<file path="config.mk">
export PLATFORM = sky130hd
export DESIGN_NAME = gpe_calc
export DESIGN_NICKNAME = d
export VERILOG_FILES = /design/src/rtl/core/gpe_pkg.sv /design/src/rtl/core/gpe_calc.sv
export SDC_FILE = /design/constraint.sdc
export NUM_CORES = 1
export LEC_CHECK = 0
export BUFFER_PORTS_ARGS = -buffer_cell sky130_fd_sc_hd__buf_2
export CAP_MARGIN = 15
export CORE_UTILIZATION = 45
export DETAILED_ROUTE_END_ITERATION = 12
export GPL_TIMING_DRIVEN = 0
export PLACE_DENSITY = 0.71
export SYNTH_ARGS = -nofsm -noshare
export SYNTH_HDL_FRONTEND = slang
export SYNTH_SLANG_ARGS = --single-unit
</file>
<file path="constraint.sdc">
create_clock -name vclk -period 9.2
set_input_delay 1.38 -clock vclk [all_inputs]
set_output_delay 1.38 -clock vclk [all_outputs]
set_load 0.005 [all_outputs]
</file>
<file path="src/rtl/core/gpe_pkg.sv">
// ----------------------------------------------------------------------------
// gpe_pkg: shared types and constants of the glyph placement engine
// Holds the item kinds, the packed glyph entry, the nudge selector and the
// saturating helpers used by the top level and the placement datapath.
// ----------------------------------------------------------------------------
package gpe_pkg;

    localparam int GPE_GLYPH_SLOTS = 256;
    localparam int GPE_COORD_SCALE = 16;

    localparam int COORD_W   = 24;
    localparam int OFFSET_W  = 24;
    localparam int CODE_W    = 16;
    localparam int AWIDTH_W  = 13;
    localparam int ATLAS_W   = 12;
    localparam int COLOR_W   = 24;
    localparam int ENTRY_W   = 64;
    // Room for a pen coordinate plus a bearing scaled by up to 256.
    localparam int CALC_W    = 28;
    // Atlas row times stride plus column.
    localparam int SRC_W     = 26;

    localparam int IN_TDATA_W  = 152;
    localparam int OUT_TDATA_W = 136;

    localparam logic signed [CALC_W-1:0] COORD_HI = CALC_W'(8388607);
    localparam logic signed [CALC_W-1:0] COORD_LO = -CALC_W'(8388608);
    localparam logic [SRC_W-1:0]         OFFSET_HI = SRC_W'(24'hFFFFFF);

    localparam logic [CODE_W-1:0] CHAR_LOWER_B = 16'h0062;
    localparam logic [CODE_W-1:0] CHAR_LOWER_C = 16'h0063;
    localparam logic [CODE_W-1:0] CHAR_LOWER_E = 16'h0065;
    localparam logic [CODE_W-1:0] CHAR_LOWER_A = 16'h0061;
    localparam logic [CODE_W-1:0] CHAR_LOWER_Z = 16'h007A;
    localparam logic [CODE_W-1:0] CHAR_UPPER_A = 16'h0041;
    localparam logic [CODE_W-1:0] CHAR_UPPER_Z = 16'h005A;
    localparam logic [CODE_W-1:0] CASE_BIT     = 16'h0020;

    typedef enum logic [1:0] {
        KIND_CLEAR = 2'd0,
        KIND_LOAD  = 2'd1,
        KIND_START = 2'd2,
        KIND_PLACE = 2'd3
    } kind_t;

    typedef enum logic [1:0] {
        NUDGE_NONE = 2'd0,
        NUDGE_HALF = 2'd1,
        NUDGE_LOW  = 2'd2
    } nudge_t;

    // Packed with the width in the lowest bits and the atlas row on top.
    typedef struct packed {
        logic [ATLAS_W-1:0] atlas_y;
        logic [ATLAS_W-1:0] atlas_x;
        logic signed [7:0]  advance;
        logic signed [7:0]  yoffset;
        logic signed [7:0]  xoffset;
        logic [7:0]         height;
        logic [7:0]         width;
    } glyph_entry_t;

    typedef struct packed {
        logic signed [COORD_W-1:0] dest_x;
        logic signed [COORD_W-1:0] dest_y;
        logic [OFFSET_W-1:0]       source_offset;
        logic signed [COORD_W-1:0] next_pen_x;
    } place_result_t;

    function automatic logic signed [COORD_W-1:0] sat_coord(
        input logic signed [CALC_W-1:0] v
    );
        logic signed [COORD_W-1:0] r;
        if (v > COORD_HI)
        begin
            r = COORD_HI[COORD_W-1:0];
        end
        else if (v < COORD_LO)
        begin
            r = COORD_LO[COORD_W-1:0];
        end
        else
        begin
            r = v[COORD_W-1:0];
        end
        return r;
    endfunction

    function automatic logic [OFFSET_W-1:0] sat_offset(input logic [SRC_W-1:0] v);
        logic [OFFSET_W-1:0] r;
        if (v > OFFSET_HI)
        begin
            r = OFFSET_HI[OFFSET_W-1:0];
        end
        else
        begin
            r = v[OFFSET_W-1:0];
        end
        return r;
    endfunction

endpackage

</file>
<file path="src/rtl/core/gpe_calc.sv">
// ----------------------------------------------------------------------------
// gpe_calc: placement arithmetic for one character
// Works out the destination corner, the atlas offset and the advanced pen
// position from the current pen, the glyph entry, the nudge and the atlas stride.
// ----------------------------------------------------------------------------
module gpe_calc
    import gpe_pkg::*;
#(
    parameter int COORD_SCALE = GPE_COORD_SCALE
) (
    input  logic signed [COORD_W-1:0] pen_x,
    input  logic signed [COORD_W-1:0] pen_y,
    input  logic [AWIDTH_W-1:0]       atlas_width,
    input  glyph_entry_t              entry,
    input  nudge_t                    nudge,
    output place_result_t             result
);

    localparam logic signed [CALC_W-1:0] SCALE_S = CALC_W'(COORD_SCALE);
    localparam logic signed [CALC_W-1:0] NUDGE_HALF_V = CALC_W'(COORD_SCALE / 2);
    localparam logic signed [CALC_W-1:0] NUDGE_LOW_V = CALC_W'(COORD_SCALE - 4);

    logic signed [CALC_W-1:0] pen_x_e;
    logic signed [CALC_W-1:0] pen_y_e;
    logic signed [CALC_W-1:0] xo_e;
    logic signed [CALC_W-1:0] yo_e;
    logic signed [CALC_W-1:0] h_e;
    logic signed [CALC_W-1:0] adv_e;
    logic signed [CALC_W-1:0] nudge_e;
    logic signed [CALC_W-1:0] dx_sum;
    logic signed [CALC_W-1:0] dy_sum;
    logic signed [CALC_W-1:0] px_sum;
    logic [SRC_W-1:0]         src_sum;

    always_comb
    begin
        unique case (nudge)
            NUDGE_HALF: nudge_e = NUDGE_HALF_V;
            NUDGE_LOW:  nudge_e = NUDGE_LOW_V;
            default:    nudge_e = '0;
        endcase
    end

    assign pen_x_e = CALC_W'(pen_x);
    assign pen_y_e = CALC_W'(pen_y);
    assign xo_e    = CALC_W'(entry.xoffset);
    assign yo_e    = CALC_W'(entry.yoffset);
    assign adv_e   = CALC_W'(entry.advance);
    assign h_e     = signed'(CALC_W'(entry.height));

    assign dx_sum  = pen_x_e + xo_e * SCALE_S;
    assign dy_sum  = pen_y_e - (yo_e + h_e) * SCALE_S + nudge_e;
    assign px_sum  = pen_x_e + adv_e * SCALE_S;

    // A 12 by 13 bit product and one add; a zero stride leaves the column.
    assign src_sum = SRC_W'(entry.atlas_y) * SRC_W'(atlas_width) + SRC_W'(entry.atlas_x);

    assign result.dest_x        = sat_coord(dx_sum);
    assign result.dest_y        = sat_coord(dy_sum);
    assign result.next_pen_x    = sat_coord(px_sum);
    assign result.source_offset = sat_offset(src_sum);

endmodule

</file>
==> reports/qor.txt, run 1 <==
status: finished, final reports clean
Yosys Warn Count: 0
clock buffers: 0
Placeable Area: 0.0212 mm^2
M2 GR Usage: 40.8%
Mapped Avg Cell Area: 7.87 um^2
met3 Use GR: 3.02%
Tot Pwr: 3130 uW
Placed Area: 0.0112 mm^2
final layout net count: 1874
M1 GR Usage: 27.4%
grt ovf: 0
total number of vias: 9003
diode count: 0
gr busiest metal: met2
post-route ant nets: 0
DIE HEIGHT: 150 um
post-route design area: 0.0112 mm^2
Vias/cell: 5.22
GR Util All Layers: 21.9%
first-pass GRT wire length: 40.3 mm
# hold bufs at CTS: 0
overall routed net length: 23.9 mm
max-slew violation total from the final report: 0
area grow syn2layout: 14.2%
Initial Util: 46.2%
Area contributors post-synth: fa_1 (26%), ha_1 (22%), inv_1 (8.5%)
# DRC: 0
crit path to: result[40]
crit path from: atlas_width[5]
largest net degree at the start of global routing: 14
crit path time final: 8790 ps
Critical Path Sink Type: output pin
DPL Wire Length: 21.6 mm
IO Count: 223
achievable clock frequency: 114 MHz
gpl congestion: 0.906
seq_cells: 0
share of cells above drive strength 1: 17.7%
port buffer count: 215
relative slew slack: 61.0%
vias in the first global route: 9044
Iter 0 DRT Violations: 300
critical path class: input pin to output pin
final setup fails: 0
peak supply drop: 280 uV
syn nets: 1669
routed length per instance: 13.8 um
cell with the most instances after synthesis: inv_1
cell accounting for the most synthesized area: fa_1
antenna violations before repair: 1
post-synth cell types: 56
sequential share of the synthesized area: 0%
synthesized instance count: 1247
startpoint types: input pin
Worst-Margin Slew: 578 ps
Max Cap Viol: 0
# placed instances: 1737
Worst EP arrival: 7410 ps
ratio of final minimum period to clock period: 95.5%
Hold Fails Final Rpt: 0
Synth top area share: 25.5%
final worst slack: 413 ps
synth cell count leaders: inv_1 (221), ha_1 (170), nand2_1 (126), fa_1 (125), and2_1 (84)
post-synthesis cell area: 0.00981 mm^2
Hold WC Path Type: input pin to output pin
Layout Cells excl Fill: 1725
Final Util: 52.8%
row count: 53
Cell Pwr Density: 279 mW/mm^2
FF/Latch Area: 0 um^2
worst slack, placed: -7.98 ps
Die Span X: 150 um
drt pass-1 iters: 5
static leakage: 0.00618 uW
WP data required: 7820 ps
DIE AREA: 0.0224 mm^2
worst-path fanout max: 10
==> critical path, stage by stage <==
cell and delay [ps]:
buf_2 90, clkbuf_1 410, nand2_1 150, fa_1 590
fa_1 430, fa_1 490, inv_1 70, fa_1 540
inv_1 70, fa_1 550, inv_1 40, ha_1 260
buf_2 170, nand3_1 90, a21oi_1 210, a211oi_1 120
o31ai_2 400, a41oi_1 240, o21ai_1 220, nand2_1 120
o31ai_4 320, buf_6 190, nand2_1 100, buf_2 140
==> where the power goes <==
group	switching, uW	internal, uW	leakage, uW
combinational	1740	1400	0.00618
sequential	0	0	0
clock	0	0	0
==> metrics by stage <==
stage | setup TNS [ps] | hold WS, ps
finish | 0 | 3040
floorplan | 0 | 2860
detailed placement | -18.5 | 3050
global placement | 0 | 3050
global route | -6.15 | 3050
CTS | 0 | 3050
==> how the worst min path moves through the flow <==
| stage | start | end | slack [ps] | depth (start not counted) |
|---|---|---|---|---|
| 2_1_floorplan | pen_y[0] | result[48] | 2860 | 1 |
| 3_3_place_gp | pen_y[0] | result[48] | 3050 | 3 |
| 3_5_place_dp | pen_y[0] | result[48] | 3050 | 3 |
| 4_1_cts | pen_y[0] | result[48] | 3050 | 3 |
| 5_1_grt | pen_y[0] | result[48] | 3050 | 3 |
| 6_report | pen_y[0] | result[48] | 3040 | 3 |
==> area by class of cell <==
cell class         instances  area (um^2)
fillers                 2110        10000
inverters                221          830
multi-input cells        986         8810
repair buffers           218         1100
plain buffers             25          126
well taps                275          344
==> timing repair <==
item | CTS | global route
pin swaps | 0 | 2
buffers inserted | 0 | 3
setup endpoints to repair | 10 | 24
resized for setup | 1 | 7
==> cells in the final DEF, fill, tap and decap left out, drive strengths merged, types with 2 or more instances in the layout <==
cell type / Yosys / layout
nor4: 3 / 3
a31oi: 6 / 6
or3: 7 / 7
nand2: 128 / 128
and3: 6 / 6
or2: 4 / 4
o21bai: 13 / 13
xor2: 34 / 34
nand2b: 15 / 15
nor2: 42 / 42
clkbuf: 33 / 18
a21boi: 4 / 4
nor3: 11 / 11
xnor2: 41 / 41
nand3: 5 / 5
inv: 221 / 221
o21ai: 81 / 81
nor3b: 3 / 3
o21a: 11 / 11
fa: 125 / 125
o31ai: 5 / 5
a21oi: 72 / 72
a31o: 7 / 7
mux2i: 2 / 2
a41oi: 3 / 3
a21o: 54 / 54
nand4: 3 / 3
nor2b: 9 / 9
o211ai: 12 / 12
o22ai: 2 / 2
a221oi: 2 / 2
and2: 84 / 84
and4: 2 / 2
ha: 170 / 170
a211oi: 8 / 8
buf: 7 / 225
==> cells by family (layout without fill, tap and decap cells) <==
family | count (synthesis) | after routing | synth area share, %
AND/OR/NAND/NOR | 326 | 326 | 16.6
adder cells (fa/ha/maj) | 295 | 295 | 47.2
AO/OA/AOI/OAI | 288 | 288 | 19.0
buffers and inverters | 261 | 464 | 10.3
XOR/XNOR | 75 | 75 | 6.70
multiplexers | 2 | 2 | 0.204
==> per-layer routing <==
metal | wire (um) | vias to the layer above
met2 | 11900 | 233
met3 | 1420 | 18
met4 | 165 | 2
met1 | 10400 | 4259
li1 | - | 4491
met5 | 13 | -
No activity file was read; power rests on OpenSTA's default activity.
==> run 2: changes to the inputs <==
- CORE_ASPECT_RATIO: unset -> 0.7
==> reports/qor.txt, run 2 (synthesis gave the netlist of run 1 again) <==
Vias/cell: 5.26
vias in the first global route: 8961
WP data required: 7820 ps
setup TNS after final layout: 0 ps
DPL Wire Length: 23.9 mm
Flop pwr share: 0%
most frequent cells in the layout: inv_1 (221), buf_2 (217), ha_1 (170), nand2_1 (126), fa_1 (125)
CP max stage delay: 550 ps
routed length per instance: 15.4 um
startpoint types: input pin
Layout Cells excl Fill: 1733
crit path from: entry[57]
drt pass-1 iters: 5
critical-path cell list: buf_2, clkbuf_1, nand2_1, fa_1, fa_1, inv_1, fa_1, fa_1, inv_1, fa_1, inv_1, ha_1, nand3_1, a21oi_1, a211oi_2, o31ai_4, a41oi_1, o21ai_1, nand2_1, o31ai_4, buf_4, buf_6, nand2_1, buf_2
Hold Fails Final Rpt: 0
Top cell by count, worst path: fa_1
# placed instances: 1738
Initial Util: 46.6%
Combinational Power Share: 100.0%
Max Cap Viol: 0
IO Count: 223
P_sw: 1830 uW
GR Util All Layers: 24.4%
CP Buf/Inv Count: 8
Critical Path Stages: 24
grt ovf: 0
# DRC: 0
DIE HEIGHT: 126 um
Critical Path Sink Type: output pin
total number of vias: 9116
final layout net count: 1881
final worst slack: 297 ps
overall routed net length: 26.8 mm
Worst EP arrival: 7520 ps
clock buffers: 0
achievable clock frequency: 112 MHz
peak supply drop: 247 uV
gpl congestion: 0.916
worst-path fanout max: 10
port buffer count: 215
Cell Pwr Density: 289 mW/mm^2
first-pass GRT wire length: 44.4 mm
largest net degree at the start of global routing: 14
Worst-Margin Slew: 647 ps
final setup fails: 0
delay-heaviest family, CP: adder cells
cell count of the worst hold path: 3
Net Sw Frac: 56.3%
FF/Latch Area: 0 um^2
ratio of final minimum period to clock period: 96.8%
Placed Area: 0.0112 mm^2
row count: 44
Clock power frac: 0%
post-route design area: 0.0112 mm^2
Die Span X: 178 um
static leakage: 0.00619 uW
worst slack, placed: -103 ps
commonest non-fill, non-tap cell in the layout: inv_1
critical path class: input pin to output pin
# hold bufs at CTS: 0
max-slew violation total from the final report: 0
diode count: 0
relative slew slack: 56.8%
Iter 0 DRT Violations: 448
Hold WC Path Type: input pin to output pin
DIE AREA: 0.0224 mm^2
status: finished, final reports clean
Slowest-stage cell, CP: fa_1
crit path time final: 8900 ps
Placeable Area: 0.0210 mm^2
share of cells above drive strength 1: 17.6%
crit path to: result[35]
area grow syn2layout: 14.6%
seq_cells: 0
Pint: 1420 uW
antenna violations before repair: 0
post-route ant nets: 0
run 2: cell types whose count changed in the layout (fill, tap and decap cells not counted):
cell,delta
o31ai_2,-1
clkbuf_2,-1
a211oi_1,-1
o31ai_4,+1
clkbuf_1,+8
a211oi_2,+1
run 2: how the worst min path moves through the flow:
stage | slack (ps) | end | from
finish | 3060 | result[48] | pen_y[0]
detailed placement | 3080 | result[48] | pen_y[0]
global route | 3080 | result[48] | pen_y[0]
floorplan | 2860 | result[48] | pen_y[0]
CTS | 3080 | result[48] | pen_y[0]
global placement | 3090 | result[48] | pen_y[0]
run 2: layout make-up:
class / instances / area [um^2]
multi-input cells: 986 / 8820
plain buffers: 32 / 151
well taps: 276 / 345
fillers: 2038 / 9790
inverters: 221 / 830
repair buffers: 218 / 1100
run 2: layer usage:
layer | global-route usage (%) | vias up | routed length, um
met3 | 5.75 | 25 | 2530
met5 | 0 | - | 0
met4 | 3.19 | 0 | 300
met1 | 37.7 | 4252 | 13100
met2 | 34.8 | 328 | 10800
li1 | - | 4511 | -
run 2: per-stage QoR:
| stage | hold WS (ps) | utilization (%) | power [uW] |
|---|---|---|---|
| after floorplan | 2860 | - | 2100 |
| after global placement | 3090 | 53.4 | 3120 |
| after detailed placement | 3080 | 53.4 | 3150 |
| after CTS | 3080 | 53.4 | 3200 |
| after global routing | 3080 | 53.5 | 3660 |
| final | 3060 | 53.5 | 3250 |
run 2: power by group through the flow:
stage               clock network (uW)  logic [uW]  registers, uW
floorplan                            0        2100              0
global placement                     0        3120              0
detailed placement                   0        3150              0
CTS                                  0        3200              0
global route                         0        3660              0
finish                               0        3250              0
run 2: tightest hold or removal path, cell delays in order:
cell and delay (ps):
buf_2 90, a21o_1 110, buf_2 110
run 2: what timing repair did:
| action | in CTS | in global routing |
|---|---|---|
| gates resized for setup | 1 | 7 |
| pin swaps | 0 | 2 |
| endpoints found under the setup margin | 20 | 24 |
| buffers inserted | 0 | 3 |
==> run 3: changes to the inputs <==
- CORE_UTILIZATION: 45 -> 58
- PLACE_DENSITY: 0.71 -> 0.88
==> reports/qor.txt, run 3 (synthesis gave the netlist of run 1 again) <==
DIE AREA: 0.0174 mm^2
startpoint types: input pin
max-slew violation total from the final report: 0
Pint: 1410 uW
Hold WC Path Type: input pin to output pin
port buffer count: 215
worst slack, placed: -66.5 ps
final layout net count: 1886
Max Cap Viol: 0
drt pass-1 iters: 7
FF/Latch Area: 0 um^2
WP data required: 7820 ps
critical path class: input pin to output pin
area grow syn2layout: 14.0%
status: finished, final reports clean
static leakage: 0.00619 uW
RSZ-0062 raised after global routing: false
diode count: 0
vias in the first global route: 9340
DPL Wire Length: 23.0 mm
Initial Util: 59.7%
worst-path fanout max: 10
gpl congestion: 0.946
Net Sw Frac: 56.1%
final worst slack: 257 ps
total number of vias: 9320
antenna violations before repair: 0
achievable clock frequency: 112 MHz
ratio of final minimum period to clock period: 97.2%
GR Util All Layers: 31.1%
post-route ant nets: 0
setup TNS after final layout: 0 ps
seq_cells: 0
first-pass GRT wire length: 44.0 mm
peak supply drop: 296 uV
overall routed net length: 26.1 mm
Die Span X: 157 um
grt ovf: 0
largest net degree at the start of global routing: 14
Worst-Margin Slew: 568 ps
Critical Path Sink Type: output pin
relative slew slack: 61.6%
IO Count: 223
most frequent cells in the layout: inv_1 (221), buf_2 (217), ha_1 (170), nand2_1 (126), fa_1 (125)
Vias/cell: 5.52
commonest non-fill, non-tap cell in the layout: inv_1
Worst EP arrival: 7560 ps
Tot Pwr: 3210 uW
share of cells above drive strength 1: 17.4%
Hold Fails Final Rpt: 0
Placeable Area: 0.0164 mm^2
clock buffers: 0
# DRC: 0
Combinational Power Share: 100.0%
final setup fails: 0
DIE HEIGHT: 111 um
Cell Pwr Density: 287 mW/mm^2
Flop pwr share: 0%
row count: 39
crit path time final: 8940 ps
routed length per instance: 15.5 um
P_sw: 1800 uW
Clock power frac: 0%
Iter 0 DRT Violations: 481
-- run 3: changes by cell type in the layout (fill, tap and decap cells not counted), sizes merged --
cell / previous run / this run
clkbuf: 25 / 31
buf: 225 / 224
-- run 3: worst max-delay path: stages --
cell      delay (ps)
buf_2            110
clkbuf_1         380
nand2_1          140
fa_1             500
fa_1             550
inv_1             80
fa_1             540
fa_1             560
inv_1             60
fa_1             520
inv_1             50
ha_1             380
a21oi_1          240
o211ai_1         120
a211oi_1         410
o31ai_2          170
a41oi_1          330
o21ai_0          170
a211o_1          350
o31ai_4           90
buf_6            210
nand2_1           80
buf_2            140
-- run 3: layout make-up --
class | count | area, um^2
timing repair buffer | 217 | 1090
inverter | 221 | 830
buffer | 38 | 175
fill | 1346 | 5260
multi-input combinational | 986 | 8810
tap | 225 | 282
-- run 3: worst paths after layout --
path	start	end	slack (ps)	depth (start not counted)
worst min-delay path	pen_y[0]	result[48]	3040	3
worst max-delay path	atlas_width[1]	result[28]	260	23
-- run 3: repair_timing --
| item | 4_1_cts | 5_1_grt |
|---|---|---|
| endpoints found under the hold margin | 0 | 0 |
| setup endpoints to repair | 20 | 24 |
| hold buffers | 0 | 0 |
| gates resized for setup | 1 | 6 |
| pin swaps | 0 | 2 |
| setup buffers | 0 | 2 |
-- run 3: power by group through the flow --
| stage | clock network, uW | registers (uW) | logic, uW |
|---|---|---|---|
| 6_report | 0 | 0 | 3210 |
| 4_1_cts | 0 | 0 | 3160 |
| 2_1_floorplan | 0 | 0 | 2100 |
| 3_3_place_gp | 0 | 0 | 3060 |
| 3_5_place_dp | 0 | 0 | 3110 |
| 5_1_grt | 0 | 0 | 3620 |
-- run 3: metrics by stage --
step           hold WS [ps]  std cells  instance area (um^2)  utilization, %
6_report               3040       1687                 11200            68.0
2_1_floorplan          2860       1247                  9810               -
3_5_place_dp           3050       1687                 11200            67.9
4_1_cts                3050       1687                 11200            67.9
3_3_place_gp           3050       1687                 11200            67.9
5_1_grt                3050       1687                 11200            68.0
-- run 3: per-layer routing --
layer	part of all wire, %	vias to the layer above	GRT usage, %
li1	-	4528	-
met1	45	4359	43.9
met2	44	386	49.1
met3	9.5	47	6.68
met4	1.8	0	5.63
met5	0	-	0
